[config.mk]
export PLATFORM = sky130hd
export DESIGN_NAME = float_to_scaled_decimal_top
export DESIGN_NICKNAME = d
export VERILOG_FILES = /design/src/sv/f2sd_pkg.sv /design/src/sv/float_to_scaled_decimal_top.sv
export SDC_FILE = /design/constraint.sdc
export NUM_CORES = 2
export LEC_CHECK = 0
export BUFFER_PORTS_ARGS = -buffer_cell sky130_fd_sc_hd__buf_2
export CORE_MARGIN = 1.5
export CORE_UTILIZATION = 50
export DETAILED_ROUTE_END_ITERATION = 12
export MAX_ROUTING_LAYER = met4
export PLACE_DENSITY = 0.66
export SETUP_SLACK_MARGIN = 0.02
export SKIP_CTS_REPAIR_TIMING = 1
export SLEW_MARGIN = 15
export SYNTH_ARGS = -nofsm -noshare
export SYNTH_HDL_FRONTEND = slang
export SYNTH_SLANG_ARGS = --single-unit
[constraint.sdc]
create_clock -name clk_i -period 32 [get_ports clk_i]
set_input_delay 9.6 -clock clk_i [delete_from_list [all_inputs] [get_ports clk_i]]
set_output_delay 9.6 -clock clk_i [all_outputs]
set_load 0.03 [all_outputs]
[src/sv/f2sd_pkg.sv]
`default_nettype none
package f2sd_pkg;

  localparam int unsigned WordW       = 32;
  localparam int unsigned ScaleW      = 5;
  localparam int unsigned SigDigitsDef = 7;
  localparam int unsigned MaxScale    = 28;

  // Exact fixed-point split of a binary32 magnitude.
  localparam int unsigned IntW   = 96;
  localparam int unsigned FracW  = 149;
  localparam int unsigned FullW  = IntW + FracW;
  localparam int unsigned BcdDig = 29;
  localparam int unsigned BcdW   = 4 * BcdDig;

  localparam int unsigned PosW   = 7;
  localparam int signed   TopPos  = 28;
  localparam int signed   TinyPos = -28;

  localparam logic [7:0] ExpSpecial = 8'hFF;
  localparam logic [7:0] ExpTooBig  = 8'd223;

endpackage
`default_nettype wire

[src/sv/float_to_scaled_decimal_top.sv]
`default_nettype none
// Channel  Handshake              Payload
// in       in_valid_i/in_ready_o  float_bits_i
// out      out_valid_o/out_ready_i word_low_o word_mid_o word_high_o negative_o scale_o error_o
//
// One item at a time: a binary-to-BCD shift of the 96-bit integer part, then one
// decimal digit per cycle until the rounding digit, then trailing-zero and scale
// steps and a multiply-by-ten pass per digit. Zero, infinite, NaN and too-large
// inputs go straight to the output step; tiny ones leave the stream flagged as errors.
// Reset is asynchronous and clears the sequencer and the output valid flag.
// The next item is taken while a finished result waits in the output register.
module float_to_scaled_decimal_top #(
  parameter int unsigned SIG_DIGITS = f2sd_pkg::SigDigitsDef
) (
  input  wire logic                          clk_i,
  input  wire logic                          rst_ni,
  input  wire logic                          in_valid_i,
  output logic                               in_ready_o,
  input  wire logic [f2sd_pkg::WordW-1:0]    float_bits_i,
  output logic                               out_valid_o,
  input  wire logic                          out_ready_i,
  output logic [f2sd_pkg::WordW-1:0]         word_low_o,
  output logic [f2sd_pkg::WordW-1:0]         word_mid_o,
  output logic [f2sd_pkg::WordW-1:0]         word_high_o,
  output logic                               negative_o,
  output logic [f2sd_pkg::ScaleW-1:0]        scale_o,
  output logic                               error_o
);
  import f2sd_pkg::*;

  localparam int unsigned NDig = SIG_DIGITS + 1;
  localparam int unsigned NbW  = 4 * NDig;
  localparam int unsigned DcW  = $clog2(SIG_DIGITS + 1);

  localparam logic [3:0] StIdle   = 4'd0;
  localparam logic [3:0] StDabble = 4'd1;
  localparam logic [3:0] StStream = 4'd2;
  localparam logic [3:0] StStrip  = 4'd3;
  localparam logic [3:0] StCap    = 4'd4;
  localparam logic [3:0] StHorner = 4'd5;
  localparam logic [3:0] StDone   = 4'd6;

  logic [3:0]              state_q, state_d;
  logic                    neg_q, neg_d;
  logic                    err_q, err_d;
  logic [IntW-1:0]         ibin_q, ibin_d;
  logic [FracW-1:0]        frac_q, frac_d;
  logic [BcdW-1:0]         bcd_q, bcd_d;
  logic [6:0]              cnt_q, cnt_d;
  logic signed [PosW-1:0]  pos_q, pos_d;
  logic                    started_q, started_d;
  logic [DcW-1:0]          dcnt_q, dcnt_d;
  logic [NbW-1:0]          nb_q, nb_d;
  logic [5:0]              scale_q, scale_d;
  logic [4:0]              mulcnt_q, mulcnt_d;
  logic [3:0]              gd_q, gd_d;
  logic                    st_q, st_d;
  logic [IntW-1:0]         acc_q, acc_d;

  logic                    out_valid_q, out_valid_d;
  logic [WordW-1:0]        wlo_q, wlo_d, wmi_q, wmi_d, whi_q, whi_d;
  logic                    oneg_q, oneg_d, oerr_q, oerr_d;
  logic [ScaleW-1:0]       oscale_q, oscale_d;

  logic [7:0]              expo;
  logic [23:0]             mant;
  logic [7:0]              shamt;
  logic [FullW-1:0]        xfull;
  logic [BcdW-1:0]         adj;
  logic [FracW+3:0]        prod;
  logic                    in_int;
  logic [3:0]              dig;
  logic                    rest;
  logic                    round_up;
  logic [NbW-1:0]          nb_inc;
  logic signed [PosW-1:0]  kval;
  logic [3:0]              hdig;
  logic [IntW+3:0]         acc10;

  function automatic logic [NbW-1:0] bcd_inc(input logic [NbW-1:0] v);
    logic [NbW-1:0] r;
    logic           c;
    logic [3:0]     dg;
    r = v;
    c = 1'b1;
    for (int i = 0; i < NDig; i++) begin
      dg = v[4*i +: 4];
      if (c) begin
        if (dg == 4'd9) begin
          r[4*i +: 4] = 4'd0;
        end else begin
          r[4*i +: 4] = dg + 4'd1;
          c = 1'b0;
        end
      end
    end
    return r;
  endfunction

  assign expo  = float_bits_i[30:23];
  assign mant  = (expo == 8'd0) ? {1'b0, float_bits_i[22:0]} : {1'b1, float_bits_i[22:0]};
  assign shamt = (expo == 8'd0) ? 8'd0 : expo - 8'd1;
  // Bits above the binary point land in the top IntW bits.
  assign xfull = FullW'(mant) << shamt;

  always_comb begin
    for (int i = 0; i < BcdDig; i++) begin
      adj[4*i +: 4] = (bcd_q[4*i +: 4] >= 4'd5) ? bcd_q[4*i +: 4] + 4'd3 : bcd_q[4*i +: 4];
    end
  end

  assign prod   = {1'b0, frac_q, 3'b000} + {3'b000, frac_q, 1'b0};
  assign in_int = ~pos_q[PosW-1];
  assign dig    = in_int ? bcd_q[BcdW-1 -: 4] : prod[FracW+3 -: 4];
  assign rest   = in_int ? ((bcd_q[BcdW-5:0] != '0) || (frac_q != '0))
                         : (prod[FracW-1:0] != '0);
  assign nb_inc = bcd_inc(nb_q);
  assign kval   = pos_q + PosW'(1);
  assign hdig   = (cnt_q != 7'd0) ? nb_q[NbW-1 -: 4] : 4'd0;
  assign acc10  = {1'b0, acc_q, 3'b000} + {3'b000, acc_q, 1'b0} + {{IntW{1'b0}}, hdig};

  always_comb begin
    round_up = 1'b0;
    if (state_q == StCap) begin
      round_up = (gd_q > 4'd5) || ((gd_q == 4'd5) && (st_q || nb_q[0]));
    end else begin
      round_up = (dig > 4'd5) || ((dig == 4'd5) && (rest || nb_q[0]));
    end
  end

  always_comb begin
    state_d     = state_q;
    neg_d       = neg_q;
    err_d       = err_q;
    ibin_d      = ibin_q;
    frac_d      = frac_q;
    bcd_d       = bcd_q;
    cnt_d       = cnt_q;
    pos_d       = pos_q;
    started_d   = started_q;
    dcnt_d      = dcnt_q;
    nb_d        = nb_q;
    scale_d     = scale_q;
    mulcnt_d    = mulcnt_q;
    gd_d        = gd_q;
    st_d        = st_q;
    acc_d       = acc_q;
    out_valid_d = out_valid_q & ~out_ready_i;
    wlo_d       = wlo_q;
    wmi_d       = wmi_q;
    whi_d       = whi_q;
    oneg_d      = oneg_q;
    oerr_d      = oerr_q;
    oscale_d    = oscale_q;

    unique case (state_q)
      StIdle: begin
        if (in_valid_i) begin
          neg_d   = float_bits_i[31];
          err_d   = 1'b0;
          acc_d   = '0;
          scale_d = '0;
          if ((expo == ExpSpecial) || (expo >= ExpTooBig)) begin
            err_d   = 1'b1;
            state_d = StDone;
          end else if (mant == 24'd0) begin
            state_d = StDone;
          end else begin
            ibin_d  = xfull[FullW-1 -: IntW];
            frac_d  = xfull[FracW-1:0];
            bcd_d   = '0;
            cnt_d   = 7'(IntW);
            state_d = StDabble;
          end
        end
      end
      StDabble: begin
        bcd_d  = {adj[BcdW-2:0], ibin_q[IntW-1]};
        ibin_d = ibin_q << 1;
        cnt_d  = cnt_q - 7'd1;
        if (cnt_q == 7'd1) begin
          pos_d     = PosW'(TopPos);
          started_d = 1'b0;
          dcnt_d    = '0;
          state_d   = StStream;
        end
      end
      StStream: begin
        pos_d = pos_q - PosW'(1);
        if (in_int) begin
          bcd_d = bcd_q << 4;
        end else begin
          frac_d = prod[FracW-1:0];
        end
        if (started_q && (dcnt_q == DcW'(SIG_DIGITS))) begin
          // This digit is the rounding digit; the rest feeds the sticky term.
          nb_d     = round_up ? nb_inc : nb_q;
          mulcnt_d = '0;
          if (!kval[PosW-1]) begin
            mulcnt_d = kval[4:0];
            scale_d  = '0;
            acc_d    = '0;
            cnt_d    = 7'(NDig);
            state_d  = StHorner;
          end else begin
            scale_d = 6'(-kval);
            state_d = StStrip;
          end
        end else if (started_q) begin
          nb_d   = {nb_q[NbW-5:0], dig};
          dcnt_d = dcnt_q + DcW'(1);
        end else if (dig != 4'd0) begin
          started_d = 1'b1;
          nb_d      = NbW'(dig);
          dcnt_d    = DcW'(1);
        end else if (pos_q == PosW'(TinyPos)) begin
          err_d   = 1'b1;
          acc_d   = '0;
          state_d = StDone;
        end
      end
      StStrip: begin
        if ((scale_q != 6'd0) && (nb_q[3:0] == 4'd0) && (nb_q != '0)) begin
          nb_d    = nb_q >> 4;
          scale_d = scale_q - 6'd1;
        end else if (scale_q > 6'(MaxScale)) begin
          cnt_d   = 7'(scale_q - 6'(MaxScale));
          gd_d    = 4'd0;
          st_d    = 1'b0;
          state_d = StCap;
        end else begin
          acc_d   = '0;
          cnt_d   = 7'(NDig);
          state_d = StHorner;
        end
      end
      StCap: begin
        if (cnt_q != 7'd0) begin
          st_d  = st_q | (gd_q != 4'd0);
          gd_d  = nb_q[3:0];
          nb_d  = nb_q >> 4;
          cnt_d = cnt_q - 7'd1;
        end else begin
          nb_d    = round_up ? nb_inc : nb_q;
          scale_d = 6'(MaxScale);
          state_d = StStrip;
        end
      end
      StHorner: begin
        if (cnt_q != 7'd0) begin
          acc_d = acc10[IntW-1:0];
          err_d = err_q | (acc10[IntW+3:IntW] != 4'd0);
          nb_d  = nb_q << 4;
          cnt_d = cnt_q - 7'd1;
        end else if (mulcnt_q != 5'd0) begin
          acc_d    = acc10[IntW-1:0];
          err_d    = err_q | (acc10[IntW+3:IntW] != 4'd0);
          mulcnt_d = mulcnt_q - 5'd1;
        end else begin
          state_d = StDone;
        end
      end
      StDone: begin
        if (!out_valid_q || out_ready_i) begin
          out_valid_d = 1'b1;
          oerr_d      = err_q;
          if (err_q || (acc_q == '0)) begin
            wlo_d    = '0;
            wmi_d    = '0;
            whi_d    = '0;
            oneg_d   = 1'b0;
            oscale_d = '0;
          end else begin
            wlo_d    = acc_q[31:0];
            wmi_d    = acc_q[63:32];
            whi_d    = acc_q[95:64];
            oneg_d   = neg_q;
            oscale_d = scale_q[ScaleW-1:0];
          end
          state_d = StIdle;
        end
      end
      default: begin
        state_d = StIdle;
      end
    endcase
  end

  always_ff @(posedge clk_i or negedge rst_ni) begin
    if (!rst_ni) begin
      state_q     <= StIdle;
      out_valid_q <= 1'b0;
      started_q   <= 1'b0;
      dcnt_q      <= '0;
      cnt_q       <= '0;
      mulcnt_q    <= '0;
    end else begin
      state_q     <= state_d;
      out_valid_q <= out_valid_d;
      started_q   <= started_d;
      dcnt_q      <= dcnt_d;
      cnt_q       <= cnt_d;
      mulcnt_q    <= mulcnt_d;
    end
  end

  always_ff @(posedge clk_i) begin
    neg_q    <= neg_d;
    err_q    <= err_d;
    ibin_q   <= ibin_d;
    frac_q   <= frac_d;
    bcd_q    <= bcd_d;
    pos_q    <= pos_d;
    nb_q     <= nb_d;
    scale_q  <= scale_d;
    gd_q     <= gd_d;
    st_q     <= st_d;
    acc_q    <= acc_d;
    wlo_q    <= wlo_d;
    wmi_q    <= wmi_d;
    whi_q    <= whi_d;
    oneg_q   <= oneg_d;
    oerr_q   <= oerr_d;
    oscale_q <= oscale_d;
  end

  assign in_ready_o  = (state_q == StIdle);
  assign out_valid_o = out_valid_q;
  assign word_low_o  = wlo_q;
  assign word_mid_o  = wmi_q;
  assign word_high_o = whi_q;
  assign negative_o  = oneg_q;
  assign scale_o     = oscale_q;
  assign error_o     = oerr_q;

  a_err_zero: assert property (@(posedge clk_i) disable iff (!rst_ni)
    out_valid_o && error_o |-> (word_low_o == '0) && (word_mid_o == '0) &&
      (word_high_o == '0) && !negative_o && (scale_o == '0))
    else $error("error item carries nonzero fields");

  a_scale_cap: assert property (@(posedge clk_i) disable iff (!rst_ni)
    out_valid_o |-> scale_o <= ScaleW'(MaxScale))
    else $error("scale above cap");

  a_neg_nonzero: assert property (@(posedge clk_i) disable iff (!rst_ni)
    out_valid_o && (negative_o || (scale_o != '0)) |->
      ((word_low_o != '0) || (word_mid_o != '0) || (word_high_o != '0)))
    else $error("sign or scale on a zero coefficient");

  a_digit_count: assert property (@(posedge clk_i) disable iff (!rst_ni)
    dcnt_q <= DcW'(SIG_DIGITS))
    else $error("too many digits collected");

endmodule
`default_nettype wire
# After elaboration in Yosys (flattened, before gate mapping)
# Cells that the tools add are included.
dict set report word_totals {
  register_bits 633
  latch_bits 0
  ram_bits 0
  romBits 0
  inputBits 36
  output_inout_bits 105
  elab_cells 381
  mem_count 0
}
dict set report op_classes {
  add_sub_neg 49
  multipliers 0
  div 0
  n_lt_le_gt_ge 33
  eq_ne 51
  shifts 1
  muxes 163
  bitwise 4
  n_reduce_logical 57
}
# operator n
set op_table {}
lappend op_table {{two-way mux 96 bit} 13}
lappend op_table {{two-way mux 149 bit} 4}
lappend op_table {{two-way mux 116 bit} 4}
lappend op_table {{case mux 96 bit (4 select lines)} 1}
lappend op_table {{case mux 116 bit (3 select lines)} 1}
lappend op_table {{case mux 149 bit (2 select lines)} 1}
lappend op_table {{nonzero test 149 bit} 2}
lappend op_table {{<< shifter 24 x 8 -> 245 bit} 1}
lappend op_table {{two-way mux 4 bit} 59}
lappend op_table {{two-way mux 32 bit} 7}
lappend op_table {{case mux 96 bit (2 select lines)} 1}
lappend op_table {{adder 152 x 150 -> 153 bit} 1}
lappend op_table {{case mux 32 bit (4 select lines)} 1}
lappend op_table {{greater-or-equal comparator 4 x 3 -> 1 bit, second input constant} 29}
lappend op_table {{adder 4 x 2 -> 4 bit, second input constant} 28}
lappend op_table {{nonzero test 112 bit} 1}
lappend op_table {{adder 100 x 4 -> 100 bit} 1}
lappend op_table {{adder 99 x 97 -> 100 bit} 1}
lappend op_table {{zero test 96 bit} 1}
lappend op_table {{two-way mux 7 bit} 9}
lappend op_table {{inequality test 2 bit, second input constant} 23}
lappend op_table {{case mux 7 bit (5 select lines)} 1}
lappend op_table {{two-way mux 1 bit} 33}
lappend op_table {{adder 4 x 1 -> 4 bit, second input constant} 8}
lappend op_table {{62 further kinds} 127}

# Longest topological paths before layout
dict set report depth {
  word_depth 12
  depth_mapped 26
  depth_no_buf 24
}

# Least setup slack after synthesis
# OpenSTA, ideal clock, no wires.
dict set report synth_timing {
  path_kind {input -> register}
  startpoint {input port float_bits_i[23] (netlist bit)}
  endpoint {register frac_q[0], enable pin}
  setup_ns 0.840
  t_arrival_ns 21.100
  required_time_ns 31.160
  slack_ns 10.060
  path_stages 10
  path_buffers 2
  path_cell_list {clkbuf_1 inv_1 ha_1 nor4b_1 clkbuf_1 a41oi_1 nand2_1 nor2_1 a21oi_1 nor3_1}
}
dict set report synth_via {
  elab_chain_cells 5
  elab_cells_between_ends 9
  cone_classes {order compare: 1; eq/ne: 3; mux: 1; reduce/logical: 4}
}
# item line_no
set synth_rtl {}
lappend synth_rtl {{from (decl)} float_to_scaled_decimal_top.sv:19} ;# input wire logic [f2sd_pkg::WordW-1:0] float_bits_i,
lappend synth_rtl {{zero test 8 bit} float_to_scaled_decimal_top.sv:101} ;# assign mant = (expo == 8'd0) ? {1'b0, float_bits_i[22:0]} : {1'b1, float_bits_i[22:0]};
lappend synth_rtl {{two-way mux 24 bit} float_to_scaled_decimal_top.sv:101}
lappend synth_rtl {{zero test 24 bit} float_to_scaled_decimal_top.sv:166} ;# end else if (mant == 24'd0) begin
lappend synth_rtl {{inequality test 2 bit (no source line)} --}
lappend synth_rtl {{AND reduction 5 bit (no source line) (*)} --}
lappend synth_rtl {{to (signal assigned)} float_to_scaled_decimal_top.sv:311} ;# frac_q <= frac_d;
lappend synth_rtl {{to (decl)} float_to_scaled_decimal_top.sv:47} ;# logic [FracW-1:0] frac_q, frac_d;
# Mark *: on every way between the ends. The rest lies on a longest branch, timed or not.
# A chain may end at the register's enable or synchronous reset.

# Worst setup path in the final report
dict set report layout_timing {
  startpoint {input port float_bits_i[23] (netlist bit)}
  endpoint {register frac_q[106], data pin}
}
dict set report layout_via {
  elab_chain_cells 7
  elab_cells_between_ends 9
  cone_classes {add/sub: 1; shift: 1; mux: 6; reduce/logical: 1}
}
# item line_no
set layout_rtl {}
lappend layout_rtl {{subtractor 8 x 1 -> 8 bit / zero test 8 bit (equally long branches)} {float_to_scaled_decimal_top.sv:102, float_to_scaled_decimal_top.sv:101}}
lappend layout_rtl {{two-way mux 8 bit / two-way mux 24 bit (equally long branches)} {float_to_scaled_decimal_top.sv:102, float_to_scaled_decimal_top.sv:101}}
lappend layout_rtl {{<< shifter 24 x 8 -> 245 bit (*)} float_to_scaled_decimal_top.sv:104} ;# assign xfull = FullW'(mant) << shamt;
lappend layout_rtl {{two-way mux 149 bit (*)} float_to_scaled_decimal_top.sv:166}
lappend layout_rtl {{two-way mux 149 bit (*)} float_to_scaled_decimal_top.sv:163} ;# if ((expo == ExpSpecial) || (expo >= ExpTooBig)) begin
lappend layout_rtl {{two-way mux 149 bit (*)} float_to_scaled_decimal_top.sv:158} ;# if (in_valid_i) begin
lappend layout_rtl {{case mux 149 bit (2 select lines) (*)} float_to_scaled_decimal_top.sv:156} ;# unique case (state_q)
lappend layout_rtl {{net frac_d[106]} float_to_scaled_decimal_top.sv:47}
# Mark *: on every way through the listed nets, which the timed path passes. The rest lies on a longest branch. The select of a mux whose other input is x is not followed.

==> impl_metrics.ini <==
[final_layout]
area_delta_synth_final_pct = 8.68
final-seq-area_um2 = 18900
post-route-util_pct = 54.7
drive_gt1_share_pct = 6.81
fillerInstances = 9576
num-nets-final = 6312
multiInputGateArea_um2 = 30600
stdcell_count = 7265

[grt]
grt_pass1_vias = 44100
grt_max_degree = 133
antenna_found_initial = 6
grt_pass1_wl_um = 282000
grtUsageTotal_pct = 37.0
grt_overflow = 0

[placed_design]
portBuffers = 140
gp_congestion = 1.10
dp_cells = 7124
hpwl_um = 148000

[logic_synthesis]
ys.flop_type = edfxtp_1
synth_area_leaders = edfxtp_1, ha_1, a21oi_1
ys_types = 96
synth-xor-area-share_pct = 5.03
synth_area_per_cell_um2 = 8.75
synth_adder_area_share_pct = 10.9
syn_nets = 6324
synthSimpleGateAreaFrac_pct = 19.7
netlist.area_leader.share_pct = 35.9
synth_area_um2 = 51100
synth_top_family_by_area = compound AO/OA/AOI/OAI gates
async_flop_share_pct = 3.16
ys_ff_latch = 632
synth_edf_count = 612
muxShareOfSynthArea_pct = 1.38
ys_seq_area_share_pct = 36.9
yosys_warnings = 0
synth_compound_area_share_pct = 22.7
syn-instance-count = 5845
yosys.area.top_type = edfxtp_1

[route]
viasPerCell = 6.59
dr.first_iter.drc_count = 5720
wl_per_cell_um = 26.3
drc_errors = 0
wl_um = 191000
first_pass_iters = 8
dr_total_vias = 47900
postRouteAntennaNets = 0

[floorplan]
die_w_um = 323
die_h_um = 323
core.rowCount = 117
initial_core_util_pct = 50.3
ios = 141
core_um2 = 102000
dieArea_um2 = 104000

[timing]
finalHoldViolCount = 0
drv_slew = 0
tightest_slew_ns = 1.29
fin_skew_ns = 0.0573
tns_ns = 0
setup_viol = 0
rsz0062_at_grt = no
slew-limit-headroom_pct = 13.1
period_share_pct = 42.4
fin_crit_ns = 13.55
fmaxAchievable_ghz = 0.0738

[setup_path]
cp.required_ns = 32.53
crit_arrival_ns = 14.09
worst-path-max-fanout = 19
rr_worst_depth = 20
start_kind = primary input
criticalPathCategory = in -> reg
crit_path_end_kind = flop

[clocking]
worst_skew_pair.late_latency_ns = 0.69
cts.sinks = 632
cts_buffers = 75
htreeDepth = 3
cts.clk_slew.worst_paths_ns = 0.06
clockRootBuffer = clkbuf_16
tritoncts = done
clk_path_buf_depth = 3

[min_path]
min_path_cells = 1
holdCritPathClass = reg -> reg

[job]
cap_violations = 0

[status]
run_status = completed
area by class of cell:
class | count | share of cell area, %
Antenna cell | 7 | 0.0315
Multi-Input combinational cell | 4755 | 55.1
Timing Repair Buffer | 204 | 2.15
Inverter | 165 | 1.11
Clock buffer | 93 | 3.61
Sequential cell | 632 | 34.0
Clock inverter | 41 | 0.939
Tap cell | 1368 | 3.08
state kept, by name, summed over array words and instances, names as in the netlist, 3 cells and up:
| register | cells |
|---|---|
| frac_q | 149 |
| bcd_q | 116 |
| acc_q | 96 |
| ibin_q | 96 |
| nb_q | 32 |
| word_high_o | 32 |
| word_low_o | 32 |
| word_mid_o | 32 |
| cnt_q | 7 |
| pos_q | 7 |
| scale_q | 6 |
| mulcnt_q | 5 |
| scale_o | 5 |
| gd_q | 4 |
| dcnt_q | 3 |
| state_q | 3 |
layout by cell type, fill, tap and decap left out, drive strengths merged, types with 39 or more instances in the layout:
cell      n
nand2   649
edfxtp  612
a21oi   549
o21ai   537
nor2    489
ha      440
buf     204
xnor2   170
inv     169
and2    131
a21o    129
o22ai   124
xor2    124
nand4   123
nor3    115
nor4    113
nand3    98
clkbuf   93
nand2b   68
mux2i    64
a31oi    53
o21bai   52
a22oi    52
nor3b    50
o31ai    44
a211oi   40
nor2b    39
metal layers:
layer  share of wire, %  vias up  track usage (%)
li1                   -    22000                -
met1                 42    22900             48.9
met2                 43     2475             53.8
met3                9.8      472             7.21
met4                5.7        0             19.1
met5                  0        -                -
Yosys cell counts, types with 12 or more instances:
cell type,number
nor2b_1,39
buf_1,15
o21ai_0,524
a221oi_1,24
xnor2_1,170
nand2_1,649
a211oi_1,40
ha_1,440
mux2i_1,64
nor4b_1,17
and3_1,32
and4_1,25
a21boi_0,16
o22ai_1,124
nand4_1,123
a21oi_1,548
o221ai_1,17
nand2b_1,68
nor3b_1,50
o21ai_1,12
clkbuf_1,271
or3_1,30
a22oi_1,52
o31ai_1,42
o211ai_1,23
o32ai_1,25
nand3_1,98
xor2_1,124
nor4_1,110
inv_1,164
or4_1,23
a22o_1,21
or2_2,35
dfrtp_1,20
a31o_2,12
nor2_1,489
and2_1,131
a2111oi_0,16
o21bai_1,52
a21o_1,129
edfxtp_1,612
o21a_1,33
nor3_1,115
a31oi_1,53
logic make-up after synthesis:
logic type      Yosys count
xor+xnor                294
mux                      69
simple gates           2062
flops                   632
buf+inv                 458
fa+ha+maj               443
compound gates         1887
worst max-delay path, cell delays in order:
cell	delay [ns]
buf_2	0.16
inv_1	0.23
ha_1	0.23
or4b_2	0.89
nand2_1	0.57
nand2_1	0.14
and3b_1	0.19
a21oi_1	0.23
and2_1	0.23
nor2_1	0.05
a21oi_1	0.56
a22oi_1	0.20
nor2_1	0.55
a22o_1	0.23
stage by stage:
stage               setup slack (ns)  hold WS (ns)  area (um^2)
global route                   18.23         0.522        55600
global placement               18.05         0.484        53000
floorplan                      10.06         0.445        51100
finish                         18.45         0.501        55600
CTS                            18.65         0.502        55600
detailed placement             17.94         0.490        53000
final timing paths:
kind / from / endpoint / slack, ns
max: float_bits_i[23] / frac_q[106] / 18.45
min: dcnt_q[1] / dcnt_q[1] / 0.50
max reg2reg: frac_q[0] / acc_q[59] / 23.17
min reg2reg: dcnt_q[1] / dcnt_q[1] / 0.50
max in group asynchronous: rst_ni / mulcnt_q[2] / 22.74
min in group asynchronous: rst_ni / dcnt_q[0] / 8.89
Power is not shown: default switching activity piles up to over one toggle a cycle in this logic, so the estimate is an artifact.
